<file path="src/rtl/i2cm_pkg.sv">
// Shared types and codes for the I2C master byte sequencer.
package i2cm_pkg;

    localparam int BYTE_W = 8;
    localparam int MODE_W = 3;
    localparam int CFG_IDX_W = 2;
    localparam int S_DATA_W = 16;
    localparam int M_DATA_W = 16;

    localparam logic [MODE_W-1:0] MODE_TICK  = 3'd0;
    localparam logic [MODE_W-1:0] MODE_START = 3'd1;
    localparam logic [MODE_W-1:0] MODE_STOP  = 3'd2;
    localparam logic [MODE_W-1:0] MODE_WRITE = 3'd3;
    localparam logic [MODE_W-1:0] MODE_WACK  = 3'd4;
    localparam logic [MODE_W-1:0] MODE_READ  = 3'd5;

    localparam logic [CFG_IDX_W-1:0] REG_SHORT_HOLD  = 2'd0;
    localparam logic [CFG_IDX_W-1:0] REG_LONG_HOLD   = 2'd1;
    localparam logic [CFG_IDX_W-1:0] REG_ACK_TIMEOUT = 2'd2;

    localparam logic [BYTE_W-1:0] SHORT_HOLD_RST  = 8'd2;
    localparam logic [BYTE_W-1:0] LONG_HOLD_RST   = 8'd5;
    localparam logic [BYTE_W-1:0] ACK_TIMEOUT_RST = 8'd250;

    typedef struct packed {
        logic [BYTE_W-1:0] short_hold;
        logic [BYTE_W-1:0] long_hold;
        logic [BYTE_W-1:0] ack_timeout;
    } cfg_t;

    typedef struct packed {
        logic              rejected;
        logic              nack_seen;
        logic [BYTE_W-1:0] rx_byte;
        logic              done_res;
        logic              busy_res;
        logic              sda_drive;
        logic              scl_drive;
    } res_t;

endpackage

</file>
<file path="src/rtl/i2cm_seq.sv">
// Phase sequencer: bus state registers and the per-beat next-state logic.
module i2cm_seq
    import i2cm_pkg::*;
(
    input  logic              clk,
    input  logic              rst_n,
    input  logic              step,
    input  logic [MODE_W-1:0] mode,
    input  logic [BYTE_W-1:0] tx_byte,
    input  logic              ack_after_read,
    input  logic              sda_sample,
    input  cfg_t              cfg,
    output res_t              res
);

    localparam logic [4:0] PH_IDLE    = 5'd0;
    localparam logic [4:0] PH_ST_A    = 5'd1;
    localparam logic [4:0] PH_ST_B    = 5'd2;
    localparam logic [4:0] PH_ST_C    = 5'd3;
    localparam logic [4:0] PH_SP_A    = 5'd4;
    localparam logic [4:0] PH_SP_B    = 5'd5;
    localparam logic [4:0] PH_SP_C    = 5'd6;
    localparam logic [4:0] PH_WR_LOW  = 5'd7;
    localparam logic [4:0] PH_WR_DATA = 5'd8;
    localparam logic [4:0] PH_WR_HIGH = 5'd9;
    localparam logic [4:0] PH_WA_REL  = 5'd10;
    localparam logic [4:0] PH_WA_CLK  = 5'd11;
    localparam logic [4:0] PH_WA_POLL = 5'd12;
    localparam logic [4:0] PH_WA_TO_A = 5'd13;
    localparam logic [4:0] PH_WA_TO_B = 5'd14;
    localparam logic [4:0] PH_WA_TO_C = 5'd15;
    localparam logic [4:0] PH_WA_END  = 5'd16;
    localparam logic [4:0] PH_RD_HIGH = 5'd17;
    localparam logic [4:0] PH_RD_LOW  = 5'd18;
    localparam logic [4:0] PH_AK_A    = 5'd19;
    localparam logic [4:0] PH_AK_B    = 5'd20;
    localparam logic [4:0] PH_AK_C    = 5'd21;
    localparam logic [4:0] PH_AK_D    = 5'd22;

    logic [4:0]        phase_reg, phase_next;
    logic [BYTE_W-1:0] hold_reg, hold_next;
    logic [3:0]        bit_reg, bit_next;
    logic [BYTE_W-1:0] shift_reg, shift_next;
    logic [BYTE_W-1:0] poll_reg, poll_next;
    logic              pend_ack_reg, pend_ack_next;
    logic              scl_reg, scl_next;
    logic              sda_reg, sda_next;
    logic [BYTE_W-1:0] rx_reg, rx_next;
    logic              nack_reg, nack_next;

    logic       is_cmd;
    logic       do_poll;
    logic       done;
    logic       rej;
    logic [3:0] bit_inc;

    assign is_cmd  = (mode >= MODE_START) && (mode <= MODE_READ);
    assign bit_inc = bit_reg + 4'd1;

    always_comb
    begin
        phase_next    = phase_reg;
        hold_next     = hold_reg;
        bit_next      = bit_reg;
        shift_next    = shift_reg;
        poll_next     = poll_reg;
        pend_ack_next = pend_ack_reg;
        scl_next      = scl_reg;
        sda_next      = sda_reg;
        rx_next       = rx_reg;
        nack_next     = nack_reg;
        done          = 1'b0;
        rej           = 1'b0;
        do_poll       = 1'b0;
        if (step)
        begin
            if (is_cmd)
            begin
                if (phase_reg != PH_IDLE)
                begin
                    rej = 1'b1;
                end
                else
                begin
                    hold_next = cfg.short_hold;
                    unique case (mode)
                        MODE_START:
                        begin
                            scl_next   = 1'b1;
                            sda_next   = 1'b1;
                            phase_next = PH_ST_A;
                        end
                        MODE_STOP:
                        begin
                            sda_next   = 1'b0;
                            phase_next = PH_SP_A;
                        end
                        MODE_WRITE:
                        begin
                            shift_next = tx_byte;
                            bit_next   = 4'd0;
                            scl_next   = 1'b0;
                            phase_next = PH_WR_LOW;
                        end
                        MODE_WACK:
                        begin
                            poll_next  = '0;
                            sda_next   = 1'b1;
                            phase_next = PH_WA_REL;
                        end
                        default:
                        begin
                            pend_ack_next = ack_after_read;
                            shift_next    = '0;
                            bit_next      = 4'd0;
                            sda_next      = 1'b1;
                            scl_next      = 1'b1;
                            phase_next    = PH_RD_HIGH;
                        end
                    endcase
                end
            end
            else if (phase_reg == PH_WA_POLL)
            begin
                do_poll = 1'b1;
            end
            else if (phase_reg != PH_IDLE)
            begin
                if (hold_reg > 8'd1)
                begin
                    hold_next = hold_reg - 8'd1;
                end
                else
                begin
                    unique case (phase_reg)
                        PH_ST_A:
                        begin
                            sda_next = 1'b0; phase_next = PH_ST_B; hold_next = cfg.long_hold;
                        end
                        PH_ST_B:
                        begin
                            scl_next = 1'b0; phase_next = PH_ST_C; hold_next = cfg.short_hold;
                        end
                        PH_SP_A:
                        begin
                            scl_next = 1'b1; phase_next = PH_SP_B; hold_next = cfg.long_hold;
                        end
                        PH_SP_B:
                        begin
                            sda_next = 1'b1; phase_next = PH_SP_C; hold_next = cfg.long_hold;
                        end
                        PH_WR_LOW:
                        begin
                            sda_next   = shift_reg[BYTE_W-1];
                            phase_next = PH_WR_DATA;
                            hold_next  = cfg.short_hold;
                        end
                        PH_WR_DATA:
                        begin
                            scl_next = 1'b1; phase_next = PH_WR_HIGH; hold_next = cfg.long_hold;
                        end
                        PH_WR_HIGH:
                        begin
                            shift_next = {shift_reg[BYTE_W-2:0], 1'b0};
                            scl_next   = 1'b0;
                            bit_next   = bit_inc;
                            if (bit_inc >= 4'd8)
                            begin
                                phase_next = PH_IDLE; hold_next = '0; done = 1'b1;
                            end
                            else
                            begin
                                phase_next = PH_WR_LOW; hold_next = cfg.short_hold;
                            end
                        end
                        PH_WA_REL:
                        begin
                            scl_next = 1'b1; phase_next = PH_WA_CLK; hold_next = cfg.short_hold;
                        end
                        PH_WA_CLK:
                        begin
                            phase_next = PH_WA_POLL;
                            do_poll    = 1'b1;
                        end
                        PH_WA_TO_A:
                        begin
                            scl_next = 1'b1; phase_next = PH_WA_TO_B; hold_next = cfg.long_hold;
                        end
                        PH_WA_TO_B:
                        begin
                            sda_next = 1'b1; phase_next = PH_WA_TO_C; hold_next = cfg.long_hold;
                        end
                        PH_WA_TO_C:
                        begin
                            scl_next = 1'b0; phase_next = PH_WA_END; hold_next = cfg.long_hold;
                        end
                        PH_RD_HIGH:
                        begin
                            shift_next = {shift_reg[BYTE_W-2:0], sda_sample};
                            scl_next   = 1'b0;
                            bit_next   = bit_inc;
                            phase_next = PH_RD_LOW;
                            hold_next  = cfg.short_hold;
                        end
                        PH_RD_LOW:
                        begin
                            hold_next = cfg.short_hold;
                            if (bit_reg >= 4'd8)
                            begin
                                rx_next    = shift_reg;
                                sda_next   = !pend_ack_reg;
                                phase_next = PH_AK_A;
                            end
                            else
                            begin
                                scl_next   = 1'b1;
                                phase_next = PH_RD_HIGH;
                            end
                        end
                        PH_AK_A:
                        begin
                            scl_next   = 1'b1;
                            phase_next = PH_AK_B;
                            hold_next  = pend_ack_reg ? cfg.long_hold : cfg.short_hold;
                        end
                        PH_AK_B:
                        begin
                            scl_next = 1'b0; phase_next = PH_AK_C; hold_next = cfg.short_hold;
                        end
                        PH_AK_C:
                        begin
                            if (pend_ack_reg)
                            begin
                                sda_next = 1'b1; phase_next = PH_AK_D; hold_next = cfg.short_hold;
                            end
                            else
                            begin
                                phase_next = PH_IDLE; hold_next = '0; done = 1'b1;
                            end
                        end
                        default:
                        begin
                            phase_next = PH_IDLE; hold_next = '0; done = 1'b1;
                        end
                    endcase
                end
            end
        end
        if (do_poll)
        begin
            if (!sda_sample)
            begin
                nack_next  = 1'b0;
                scl_next   = 1'b0;
                phase_next = PH_WA_END;
                hold_next  = cfg.long_hold;
            end
            else if (poll_reg >= cfg.ack_timeout)
            begin
                nack_next  = 1'b1;
                sda_next   = 1'b0;
                phase_next = PH_WA_TO_A;
                hold_next  = cfg.short_hold;
            end
            else
            begin
                poll_next = poll_reg + 8'd1;
            end
        end
    end

    always_ff @(posedge clk or negedge rst_n)
    begin
        if (!rst_n)
        begin
            phase_reg    <= PH_IDLE;
            hold_reg     <= '0;
            bit_reg      <= '0;
            shift_reg    <= '0;
            poll_reg     <= '0;
            pend_ack_reg <= 1'b0;
            scl_reg      <= 1'b1;
            sda_reg      <= 1'b1;
            rx_reg       <= '0;
            nack_reg     <= 1'b0;
        end
        else
        begin
            phase_reg    <= phase_next;
            hold_reg     <= hold_next;
            bit_reg      <= bit_next;
            shift_reg    <= shift_next;
            poll_reg     <= poll_next;
            pend_ack_reg <= pend_ack_next;
            scl_reg      <= scl_next;
            sda_reg      <= sda_next;
            rx_reg       <= rx_next;
            nack_reg     <= nack_next;
        end
    end

    assign res.scl_drive = scl_next;
    assign res.sda_drive = sda_next;
    assign res.busy_res  = (phase_next != PH_IDLE);
    assign res.done_res  = done;
    assign res.rx_byte   = rx_next;
    assign res.nack_seen = nack_next;
    assign res.rejected  = rej;

endmodule

</file>
<file path="src/rtl/i2c_master_byte_sequencer.sv">
// Top level of the I2C master byte sequencer: config registers and result register.
//
// Input stream (s_axis): one beat is a tick (mode 0, 6, 7) or a command (start,
// stop, write byte, wait ack, read byte) in tuser, with tx_byte, ack_after_read
// and the sampled SDA level in tdata. Every input beat yields exactly one
// result beat on m_axis carrying the SCL/SDA drive levels, busy, done, the last
// received byte, the last ack status and a rejected flag.
// Latency: the result of a beat is valid on m_axis the cycle after it is taken.
// Throughput: one beat per clock unless a result stalls on m_axis; the sequencer
// next-state logic is combinational and a single output register holds the result.
// Stall: while a result waits with m_axis_tready low, s_axis_tready is low;
// s_axis_tready is high whenever the output register is empty or being drained.
// Config: cfg_valid/cfg_ready with cfg_index 0 short hold, 1 long hold,
// 2 ack timeout; cfg_ready is always high, other indexes are ignored.
// Reset: bus released (SCL and SDA high), sequencer idle, holds 2 and 5,
// ack timeout 250, no result pending.
module i2c_master_byte_sequencer
    import i2cm_pkg::*;
(
    input  logic                 clk,
    input  logic                 rst_n,
    input  logic                 s_axis_tvalid,
    output logic                 s_axis_tready,
    input  logic [S_DATA_W-1:0]  s_axis_tdata,  // tx_byte[7:0], ack_after_read, sda_sample
    input  logic [MODE_W-1:0]    s_axis_tuser,  // mode
    output logic                 m_axis_tvalid,
    input  logic                 m_axis_tready,
    output logic [M_DATA_W-1:0]  m_axis_tdata,  // scl_drive, sda_drive, busy_res, done_res,
                                                // rx_byte[7:0], nack_seen, rejected
    input  logic                 cfg_valid,
    output logic                 cfg_ready,
    input  logic [CFG_IDX_W-1:0] cfg_index,
    input  logic [BYTE_W-1:0]    cfg_data
);

    cfg_t cfg_reg;
    res_t res;
    res_t res_reg;
    logic m_valid_reg;
    logic s_beat;

    assign cfg_ready     = 1'b1;
    assign s_axis_tready = !m_valid_reg || m_axis_tready;
    assign s_beat        = s_axis_tvalid && s_axis_tready;

    always_ff @(posedge clk or negedge rst_n)
    begin
        if (!rst_n)
        begin
            cfg_reg.short_hold  <= SHORT_HOLD_RST;
            cfg_reg.long_hold   <= LONG_HOLD_RST;
            cfg_reg.ack_timeout <= ACK_TIMEOUT_RST;
        end
        else if (cfg_valid)
        begin
            unique case (cfg_index)
                REG_SHORT_HOLD:  cfg_reg.short_hold  <= cfg_data;
                REG_LONG_HOLD:   cfg_reg.long_hold   <= cfg_data;
                REG_ACK_TIMEOUT: cfg_reg.ack_timeout <= cfg_data;
                default:         ;
            endcase
        end
    end

    i2cm_seq u_seq (
        .clk            (clk),
        .rst_n          (rst_n),
        .step           (s_beat),
        .mode           (s_axis_tuser),
        .tx_byte        (s_axis_tdata[BYTE_W-1:0]),
        .ack_after_read (s_axis_tdata[BYTE_W]),
        .sda_sample     (s_axis_tdata[BYTE_W+1]),
        .cfg            (cfg_reg),
        .res            (res)
    );

    always_ff @(posedge clk or negedge rst_n)
    begin
        if (!rst_n)
        begin
            m_valid_reg <= 1'b0;
        end
        else if (s_beat)
        begin
            m_valid_reg <= 1'b1;
        end
        else if (m_axis_tready)
        begin
            m_valid_reg <= 1'b0;
        end
    end

    always_ff @(posedge clk)
    begin
        if (s_beat)
        begin
            res_reg <= res;
        end
    end

    assign m_axis_tvalid = m_valid_reg;
    assign m_axis_tdata  = {{(M_DATA_W - $bits(res_t)){1'b0}},
                            res_reg.rejected, res_reg.nack_seen, res_reg.rx_byte,
                            res_reg.done_res, res_reg.busy_res,
                            res_reg.sda_drive, res_reg.scl_drive};

endmodule

</file>
<file path="config.mk">
export PLATFORM = sky130hd
export DESIGN_NAME = i2c_master_byte_sequencer
export DESIGN_NICKNAME = d
export VERILOG_FILES = /design/src/rtl/i2cm_pkg.sv /design/src/rtl/i2cm_seq.sv /design/src/rtl/i2c_master_byte_sequencer.sv
export SDC_FILE = /design/constraint.sdc
export NUM_CORES = 1
export LEC_CHECK = 0
export BUFFER_PORTS_ARGS = -buffer_cell sky130_fd_sc_hd__clkbuf_2
export CAP_MARGIN = 20
export CORE_ASPECT_RATIO = 1.75
export CORE_MARGIN = 2
export CORE_UTILIZATION = 39
export CTS_CLUSTER_DIAMETER = 150
export DETAILED_ROUTE_END_ITERATION = 7
export GPL_ROUTABILITY_DRIVEN = 0
export SETUP_SLACK_MARGIN = 0.02
export SLEW_MARGIN = 20
export SYNTH_ARGS = -nofsm -noshare
export SYNTH_HDL_FRONTEND = slang
export SYNTH_SLANG_ARGS = --single-unit
</file>
<file path="constraint.sdc">
create_clock -name clk -period 2.7 [get_ports clk]
set_input_delay 0.27 -clock clk [delete_from_list [all_inputs] [get_ports clk]]
set_output_delay 0.27 -clock clk [all_outputs]
set_load 0.03 [all_outputs]
</file>
## Word level (Yosys, flattened, before mapping)

Cells that the tools add are included.

- Bits in registers: 84
- Input bits: 34
- Output and inout port bits: 19
- Logic and storage cells: 183

- Order comparisons: 6
- Reductions and logical operators: 29
- Add/sub/neg operators: 3
- Multiplexer cells: 94
- Equality and inequality tests: 28
- Bitwise gates (word level): 2

Operator list:

| operator | count |
|---|---|
| two-way mux 8 bit | 31 |
| case mux 5 bit (17 select lines) | 1 |
| two-way mux 5 bit | 10 |
| case mux 8 bit (6 select lines) | 1 |
| equality test 5 x 4 -> 1 bit, second input constant | 8 |
| two-way mux 1 bit | 34 |
| case mux 8 bit (2 select lines) | 2 |
| two-way mux 4 bit | 7 |
| equality test 5 bit, second input constant | 5 |
| case mux 5 bit (4 select lines) | 1 |
| equality test 5 x 3 -> 1 bit, second input constant | 3 |
| OR reduction 15 bit | 1 |
| AND reduction 7 bit | 2 |
| nonzero test 5 bit | 2 |
| OR reduction 5 bit | 2 |
| adder 8 x 1 -> 8 bit, second input constant | 1 |
| greater-or-equal comparator 4 bit, second input constant | 2 |
| greater-or-equal comparator 8 bit | 1 |
| > comparator 8 x 1 -> 1 bit, second input constant | 1 |
| OR reduction 4 bit | 2 |
| subtractor 8 x 1 -> 8 bit, second input constant | 1 |
| OR reduction 7 bit | 1 |
| equality test 3 x 2 -> 1 bit, second input constant | 2 |
| case mux 1 bit (3 select lines) | 2 |
| other kinds (27) | 39 |

## Longest topological paths before layout

Gate-level depths: netlist (run 1).

- Word-level depth: 13
- Mapped depth: 11
- Gate-level depth less buffers: 8

## Cells and area by module

From an unflattened synthesis (run 1), not the netlist that was laid out.

- Cells, all modules: 552
- Area, all modules: 5377.7 um2

By module, submodules not included:

| module | cells each | area an instance (um2) | seq. area each (um2) | times used |
|---|---|---|---|---|
| i2cm_seq | 478 | 3960.0 | 1128.6 | 1 |
| i2c_master_byte_sequencer | 74 | 1417.6 | 1057.3 | 1 |

## Least setup slack after synthesis (run 1)

No wires, ideal clock.

- Path kind: reg-to-reg
- Start: reg m_valid_reg (netlist: m_axis_tvalid)
- End: reg u_seq.shift_reg[0]
- Arrival: 2.596 ns
- Setup time: 0.125 ns
- Path buffers: 2
- Cell stages (with the launch flop): 9
- Clock period less this slack: 2.720 ns
- Path slack: -0.020 ns
- Required time: 2.575 ns
- Cells stage by stage: dfrtp_1 -> nand2b_1 -> buf_2 -> nand2_1 -> inv_1 -> clkbuf_1 -> nand2_1 -> nor3_4 -> mux2_2

- Longest elaborated chain between the ends: 4

RTL lines:

| element | RTL line | source |
|---|---|---|
| from (decl) | i2c_master_byte_sequencer.sv:39 | `logic m_valid_reg;` |
| from (signal assigned) | i2c_master_byte_sequencer.sv:81 | `m_valid_reg <= 1'b0;` |
| from (signal assigned) | i2c_master_byte_sequencer.sv:85 | `m_valid_reg <= 1'b1;` |
| from (signal assigned) | i2c_master_byte_sequencer.sv:89 | `m_valid_reg <= 1'b0;` |
| zero test 1 bit | i2c_master_byte_sequencer.sv:43 | `assign s_axis_tready = !m_valid_reg \|\| m_axis_tready;` |
| logical OR 1 bit | i2c_master_byte_sequencer.sv:43 |  |
| named net s_axis_tready | i2c_master_byte_sequencer.sv:23 | `output logic s_axis_tready,` |
| logical AND 1 bit | i2c_master_byte_sequencer.sv:44 | `assign s_beat = s_axis_tvalid && s_axis_tready;` |
| named net s_beat | i2c_master_byte_sequencer.sv:40 | `logic s_beat;` |
| AND reduction 7 bit (no source line) | n/a |  |
| to (signal assigned) | i2cm_seq.sv:292 | `shift_reg <= shift_next;` |
| to (decl) | i2cm_seq.sv:43 | `logic [BYTE_W-1:0] shift_reg, shift_next;` |

The timed path passes the listed nets, and every way through them passes these cells.
A chain may end at the register's enable or synchronous reset.

==> results of run 1 <==
repair_timing:
action,4_1_cts,5_1_grt
endpoints found under the setup margin,0,14
hold buffers,0,0
resized for setup,0,6
final timing paths:
path	end	slack, ns	depth (start not counted)
worst max-delay path	m_axis_tdata[1]	0.13	10
worst min-delay path	u_seq.hold_reg[6]	0.05	1
worst max register to register	m_axis_tdata[1]	0.13	10
worst min register to register	u_seq.rx_reg[3]	0.50	1
max in group asynchronous	u_seq.phase_reg[4]	2.04	1
min in group clk	u_seq.pend_ack_reg	0.16	2
area by class of cell:
| cell class | count | area [um2] |
|---|---|---|
| Fill cell | 1343 | 7620 |
| Multi-Input combinational cell | 450 | 3190 |
| Sequential cell | 84 | 2190 |
| Timing Repair Buffer | 96 | 666 |
| Clock buffer | 9 | 225 |
| Tap cell | 180 | 225 |
| Inverter | 30 | 113 |
| Clock inverter | 7 | 73.8 |
per-layer routing:
| layer | up-vias | part of all wire, % | global-route usage, % | wire [um] |
|---|---|---|---|---|
| li1 | 2406 | - | - | - |
| met1 | 2521 | 36 | 24.3 | 6050 |
| met2 | 200 | 54 | 40.7 | 9160 |
| met3 | 66 | 3.8 | 2.44 | 631 |
| met4 | 0 | 5.8 | 13.4 | 979 |
| met5 | - | 0 | 0 | 0 |
power by group through the flow:
stage	registers, mW	logic (mW)	clock network [mW]
after detailed placement	1.84	2.32	0
final	1.83	2.38	1.25
after global placement	1.82	2.29	0
after global routing	1.86	2.60	1.34
after CTS	1.81	2.33	1.28
after floorplan	1.75	1.60	0
worst max-delay path, cell delays in order, from the launching register on:
cell and delay (ns):
dfrtp_1 0.43, inv_1 0.11, ha_1 0.22, or2_2 0.14
buf_4 0.12, nand3_2 0.19, a21oi_1 0.22, mux2_2 0.37
a311oi_2 0.26, a2111oi_0 0.11, buf_4 0.18
cells by family after synthesis:
| family | share of synthesized area [%] |
|---|---|
| buffers and inverters | 5.80 |
| flip-flops | 38.5 |
| AND/OR/NAND/NOR | 20.1 |
| other | 0.132 |
| adder cells (fa/ha/maj) | 3.09 |
| multiplexers | 11.0 |
| XOR/XNOR | 0.618 |
| AO/OA/AOI/OAI | 20.7 |
cell usage in the layout, fill, tap and decap left out, types with 4 or more instances in the layout:
| cell type | netlist | routed |
|---|---|---|
| dfrtp_1 | 59 | 58 |
| and2_1 | 6 | 6 |
| edfxtp_1 | 14 | 14 |
| a211oi_1 | 4 | 4 |
| nor2b_1 | 13 | 13 |
| nor4_1 | 5 | 5 |
| buf_12 | 0 | 4 |
| nor3_1 | 17 | 16 |
| nand3b_1 | 7 | 7 |
| nor3b_1 | 6 | 6 |
| o211ai_1 | 9 | 9 |
| o21ai_0 | 24 | 24 |
| a31oi_1 | 7 | 7 |
| nor2_1 | 39 | 39 |
| a21boi_0 | 5 | 5 |
| a22o_1 | 9 | 9 |
| a21oi_1 | 31 | 31 |
| nand3_1 | 17 | 17 |
| nand2b_1 | 10 | 10 |
| clkbuf_16 | 0 | 9 |
| inv_1 | 29 | 29 |
| a32oi_1 | 4 | 4 |
| o21a_1 | 5 | 5 |
| o22ai_1 | 13 | 13 |
| and3_1 | 6 | 6 |
| ha_1 | 14 | 14 |
| dfstp_2 | 11 | 11 |
| mux2i_1 | 14 | 14 |
| buf_4 | 5 | 50 |
| nand4_1 | 7 | 7 |
| o31ai_1 | 7 | 7 |
| a21o_1 | 5 | 5 |
| a221oi_1 | 11 | 10 |
| nand2_1 | 44 | 44 |
| mux2_2 | 43 | 43 |
| clkbuf_2 | 0 | 42 |
stage by stage:
step	power (mW)	area, um2	hold WS (ns)	setup slack (ns)
2_1_floorplan	3.35	5680	-0.0256	0.176
3_3_place_gp	4.11	6350	0.445	0.0828
3_5_place_dp	4.15	6350	0.458	0.0688
4_1_cts	5.43	6650	0.0979	0.0648
5_1_grt	5.80	6680	0.130	0.00548
6_report	5.46	6680	0.0529	0.134
==> metrics.json, run 1 <==
{
  "outcome": {"value": "finished clean"},
  "yosys_warnings": {"value": 0},
  "finalSetupViolCount": {"value": 0},
  "routed-via-count": {"value": 5193},
  "hold_path.class": {"value": "input pin to asynchronous set/reset pin"},
  "start_util": {"value": 39.7, "unit": "%"},
  "synth_top_flop_cell": {"value": "dfrtp_1"},
  "drt-vias-per-instance": {"value": 6.07},
  "dr.pass1.iters": {"value": 7},
  "layout-drive-gt1-share": {"value": 26.9, "unit": "%"},
  "grt_use_total": {"value": 22.4, "unit": "%"},
  "signal_arrival_time_at_the_worst_endpoint": {"value": 2.67, "unit": "ns"},
  "die_x": {"value": 95.2, "unit": "um"},
  "synthDistinctLibCells": {"value": 78},
  "fin_tns_setup": {"value": 0, "unit": "ns"},
  "synth.largest_area_cell": {"value": "dfrtp_1"},
  "cts_max_level": {"value": 3},
  "achievable-frequency": {"value": 0.390, "unit": "GHz"},
  "switchingPower": {"value": 2.16, "unit": "mW"},
  "cts.path.max_buffers": {"value": 2},
  "timing.critical_path.from_type": {"value": "flip-flop"},
  "die_height": {"value": 164, "unit": "um"},
  "static-leakage-power": {"value": 2.88, "unit": "nW"},
  "power_frac_comb": {"value": 43.6, "unit": "%"},
  "internal_power": {"value": 3.31, "unit": "mW"},
  "synth.top_cells.by_count": {"value": "59 x dfrtp_1, 44 x nand2_1, 43 x mux2_2"},
  "portBuffers": {"value": 43},
  "floorplan.io_pins": {"value": 53},
  "post-route-util": {"value": 46.7, "unit": "%"},
  "placement_rows": {"value": 58},
  "synth.ff_latch_count": {"value": 84},
  "cts_made_buffers": {"value": 9},
  "cts.root.buffer_cell": {"value": "clkbuf_16"},
  "instance_count_after_placement_with_tap_cells_included": {"value": 840},
  "ys_seq_area_share": {"value": 38.5, "unit": "%"},
  "slew_viol_final": {"value": 0},
  "worst_setup_path_end_kind": {"value": "flip-flop"},
  "number_of_antenna_violations_at_the_first_check_in_global_routing": {"value": 0},
  "max_slew_margin": {"value": 39.4, "unit": "%"},
  "r2r-start": {"value": "u_seq.hold_reg[0]"},
  "post-route-drc-count": {"value": 0},
  "tritoncts": {"value": "yes"},
  "path_class": {"value": "flip-flop to flip-flop"},
  "cts.sink_count": {"value": 84},
  "worstMarginPinSlew": {"value": 0.909, "unit": "ns"},
  "detail_route.wirelength": {"value": 16800, "unit": "um"},
  "worst_clock_skew": {"value": 0.00739, "unit": "ns"},
  "cap_violations": {"value": 0},
  "dp_hpwl": {"value": 12600, "unit": "um"},
  "initialDrtViolationCount": {"value": 288},
  "finalNetCount": {"value": 719},
  "clkTransAtPathRegs": {"value": 0.07, "unit": "ns"},
  "finalHoldViolations": {"value": 0},
  "synthesis.area": {"value": 5670, "unit": "um2"},
  "clock_latency_of_the_later_clocked_register_in_the_worst_skew_pair": {"value": 0.34, "unit": "ns"},
  "grt_max_degree": {"value": 71},
  "dieArea": {"value": 15600, "unit": "um2"},
  "grt_first_pass_wirelength": {"value": 26900, "unit": "um"},
  "worst_setup_path_startpoint": {"value": "u_seq.hold_reg[0]"},
  "power_switching_share": {"value": 39.5, "unit": "%"},
  "synth.area.top_cells": {"value": "dfrtp_1 26%, mux2_2 8.5%, edfxtp_1 7.4%"},
  "post_dr_wirelength_cell": {"value": 19.6, "unit": "um"},
  "synth.most_common_cell": {"value": "dfrtp_1"},
  "crit_required": {"value": 2.80, "unit": "ns"},
  "grt_setup_unrepaired": {"value": "no"},
  "share_of_total_power_in_the_clock_network": {"value": 22.9, "unit": "%"},
  "synth-async-reset-ratio": {"value": 83.3, "unit": "%"},
  "min_clock_period_post_route": {"value": 2.57, "unit": "ns"},
  "min_period_over_period": {"value": 95.0, "unit": "%"},
  "syn-mean-instance-area": {"value": 9.34, "unit": "um2"},
  "area_growth": {"value": 17.7, "unit": "%"},
  "antenna-diode-count": {"value": 0},
  "global_route.overflow_total": {"value": 0},
  "first_global_vias": {"value": 5214},
  "critical_path_peak_fanout": {"value": 7},
  "core_area": {"value": 14300, "unit": "um2"},
  "instances_no_fill": {"value": 856},
  "route.antenna.remaining_nets": {"value": 0},
  "power_per_cell_area": {"value": 818, "unit": "nW/um2"},
  "largest_register_ff_count": {"value": 24},
  "synth-edff-count": {"value": 14},
  "synthesized_netlist_cell_count": {"value": 607},
  "synth_top_area_share": {"value": 26.0, "unit": "%"},
  "sequential_power_share": {"value": 33.5, "unit": "%"},
  "post_cts.repair.setup_buffers": {"value": 0},
  "worst_ir_drop_vdd": {"value": 0.409, "unit": "mV"}
}
Note: power is estimated with default switching activity, not from simulation.
==> run 2: changes to the inputs <==
--- a/config.mk
+++ b/config.mk
@@ -13,6 +13,7 @@
 export CTS_CLUSTER_DIAMETER = 150
 export DETAILED_ROUTE_END_ITERATION = 7
 export GPL_ROUTABILITY_DRIVEN = 0
+export MAX_ROUTING_LAYER = met4
 export SETUP_SLACK_MARGIN = 0.02
 export SLEW_MARGIN = 20
 export SYNTH_ARGS = -nofsm -noshare
==> metrics.json, run 2 (synthesized netlist as in run 1, its figures left out) <==
{
  "outcome": {"value": "finished clean"},
  "cts.root.buffer_cell": {"value": "clkbuf_16"},
  "dp_hpwl": {"value": 12600, "unit": "um", "change": "unchanged"},
  "grt_use_total": {"value": 23.1, "unit": "%", "change": "+0.69 points"},
  "path_common_cell": {"value": "buf_4"},
  "finalHoldViolations": {"value": 0, "change": "unchanged"},
  "cts.sink_count": {"value": 84, "change": "unchanged"},
  "portBuffers": {"value": 43, "change": "unchanged"},
  "number_of_antenna_violations_at_the_first_check_in_global_routing": {"value": 0, "change": "unchanged"},
  "drt-vias-per-instance": {"value": 6.09, "change": "+0.31%"},
  "routed-via-count": {"value": 5209, "change": "+0.31%"},
  "clkTransAtPathRegs": {"value": 0.06, "unit": "ns", "change": "about the same"},
  "met1Wirelength": {"value": 5980, "unit": "um", "change": "-1.2%"},
  "post_dr_wirelength_cell": {"value": 19.6, "unit": "um", "change": "-0.10%"},
  "die_height": {"value": 164, "unit": "um", "change": "unchanged"},
  "placement_rows": {"value": 58, "change": "unchanged"},
  "global_route.overflow_total": {"value": 0, "change": "unchanged"},
  "worst_setup_path_end_kind": {"value": "flip-flop"},
  "finalNetCount": {"value": 719, "change": "unchanged"},
  "cts_made_buffers": {"value": 9, "change": "unchanged"},
  "hold_path.class": {"value": "input pin to asynchronous set/reset pin"},
  "start_util": {"value": 39.7, "unit": "%", "change": "unchanged"},
  "route.antenna.remaining_nets": {"value": 0, "change": "unchanged"},
  "grt_first_pass_wirelength": {"value": 26900, "unit": "um", "change": "+0.15%"},
  "floorplan.io_pins": {"value": 53, "change": "unchanged"},
  "detail_route.wirelength": {"value": 16800, "unit": "um", "change": "-0.10%"},
  "die_x": {"value": 95.2, "unit": "um", "change": "unchanged"},
  "initialDrtViolationCount": {"value": 294, "change": "+2.1%"},
  "critical_path_peak_fanout": {"value": 7, "change": "unchanged"},
  "timing.critical_path.from_type": {"value": "flip-flop"},
  "first_global_vias": {"value": 5209, "change": "-0.096%"},
  "antenna-diode-count": {"value": 0, "change": "unchanged"},
  "core_area": {"value": 14300, "unit": "um2", "change": "unchanged"},
  "path_class": {"value": "flip-flop to flip-flop"},
  "route.met2.wl": {"value": 9260, "unit": "um", "change": "+1.2%"},
  "timing.hold.ws": {"value": 0.0556, "unit": "ns", "change": "+0.00277 ns"},
  "power_per_cell_area": {"value": 818, "unit": "nW/um2", "change": "-0.11%"},
  "finalSetupViolCount": {"value": 0, "change": "unchanged"},
  "worst_ir_drop_vdd": {"value": 0.409, "unit": "mV", "change": "about the same"},
  "grt_max_degree": {"value": 71, "change": "unchanged"},
  "largest_register_ff_count": {"value": 24, "change": "unchanged"},
  "most_common_cell_after_layout_fill_and_taps_aside": {"value": "dfrtp_1"},
  "achievable-frequency": {"value": 0.388, "unit": "GHz", "change": "-0.39%"},
  "static-leakage-power": {"value": 2.88, "unit": "nW", "change": "unchanged"},
  "area_growth": {"value": 17.7, "unit": "%", "change": "unchanged"},
  "cts.repair.resized": {"value": 0, "change": "unchanged"},
  "fin_tns_setup": {"value": 0, "unit": "ns", "change": "unchanged"},
  "post_cts.repair.setup_buffers": {"value": 0, "change": "unchanged"},
  "worst_clock_skew": {"value": 0.00753, "unit": "ns", "change": "+0.000139 ns"},
  "slew_viol_final": {"value": 0, "change": "unchanged"},
  "min_clock_period_post_route": {"value": 2.58, "unit": "ns", "change": "+0.0101 ns"},
  "layout-drive-gt1-share": {"value": 26.9, "unit": "%", "change": "unchanged"},
  "clock_latency_of_the_later_clocked_register_in_the_worst_skew_pair": {"value": 0.34, "unit": "ns", "change": "about the same"},
  "cts_hold_repair.buffers": {"value": 0, "change": "unchanged"},
  "cts_max_level": {"value": 3, "change": "unchanged"},
  "max_slew_margin": {"value": 38.9, "unit": "%", "change": "-0.52 points"},
  "signal_arrival_time_at_the_worst_endpoint": {"value": 2.68, "unit": "ns", "change": "about the same"},
  "crit_required": {"value": 2.80, "unit": "ns", "change": "about the same"},
  "worst_path_largest_cell_delay": {"value": 0.44, "unit": "ns", "change": "about the same"},
  "min_period_over_period": {"value": 95.4, "unit": "%", "change": "+0.37 points"},
  "worstMarginPinSlew": {"value": 0.917, "unit": "ns", "change": "+0.00775 ns"},
  "cpMaxStageDelayCell": {"value": "dfrtp_1"},
  "mostFrequentLayoutCells": {"value": "58 x dfrtp_1, 50 x buf_4, 44 x nand2_1, 43 x mux2_2, 42 x clkbuf_2"},
  "cts.path.max_buffers": {"value": 2, "change": "unchanged"},
  "cap_violations": {"value": 0, "change": "unchanged"},
  "worstPathCellList": {"value": "inv_1 > ha_1 > or2_2 > buf_4 > nand3_2 > a21oi_1 > mux2_2 > a311oi_2 > a2111oi_0 > buf_4"},
  "detailroute.wirelength.met3": {"value": 632, "unit": "um", "change": "+0.16%"},
  "uppermost_routed_layer": {"value": "met4"},
  "post-route-drc-count": {"value": 0, "change": "unchanged"},
  "dr.pass1.iters": {"value": 5, "change": "-2"},
  "grt_setup_unrepaired": {"value": "no"},
  "dieArea": {"value": 15600, "unit": "um2", "change": "unchanged"},
  "tritoncts": {"value": "yes"}
}
## run 2: worst max-delay path, delay by kind of cell (launching register included)
family	cells	cell delay [ns]
compound gates	3	0.59
fa+ha+maj	1	0.22
buf+inv	3	0.40
flops	1	0.44
mux	1	0.37
simple gates	2	0.33
## run 2: worst paths after layout
check	to	depth (start not counted)	start	slack (ns)
min in group clk	u_seq.pend_ack_reg	2	s_axis_tdata[8]	0.16
max in group asynchronous	u_seq.phase_reg[4]	1	rst_n	2.03
worst min register to register	u_seq.rx_reg[4]	1	u_seq.rx_reg[4]	0.50
worst max register to register	m_axis_tdata[1]	10	u_seq.hold_reg[0]	0.12
worst min-delay path	u_seq.hold_reg[6]	1	rst_n	0.06
worst max-delay path	m_axis_tdata[1]	10	u_seq.hold_reg[0]	0.12
## run 2: through the flow
step	cells	utilization [%]	power, mW	worst slack (ns)	instance area, um2
final	856	46.7	5.46	0.124	6680
after global routing	856	46.7	5.80	0.00548	6680
after CTS	856	46.5	5.43	0.0648	6650
after detailed placement	840	44.4	4.15	0.0688	6350
after global placement	840	44.4	4.11	0.0828	6350
after floorplan	608	-	3.35	0.176	5680
## run 2: final cells by class
type,instances,area (um2)
Clock buffer,9,225
Clock inverter,7,73.8
Fill cell,1343,7620
Inverter,30,113
Multi-Input combinational cell,450,3190
Sequential cell,84,2190
Tap cell,180,225
Timing Repair Buffer,96,666
## run 2: power breakdown
group	internal (mW)	switching [mW]	total, mW	leakage [nW]
Sequential	1.55	0.278	1.83	1.01
Clock	0.722	0.530	1.25	0.146
Combinational	1.04	1.34	2.38	1.72
Total	3.31	2.15	5.46	2.88
## run 2: layer usage
metal  up-vias  track usage [%]
met5         -                -
met4         0             13.4
met3        63             2.49
met2       191             40.6
met1      2548             24.4
li1       2407                -
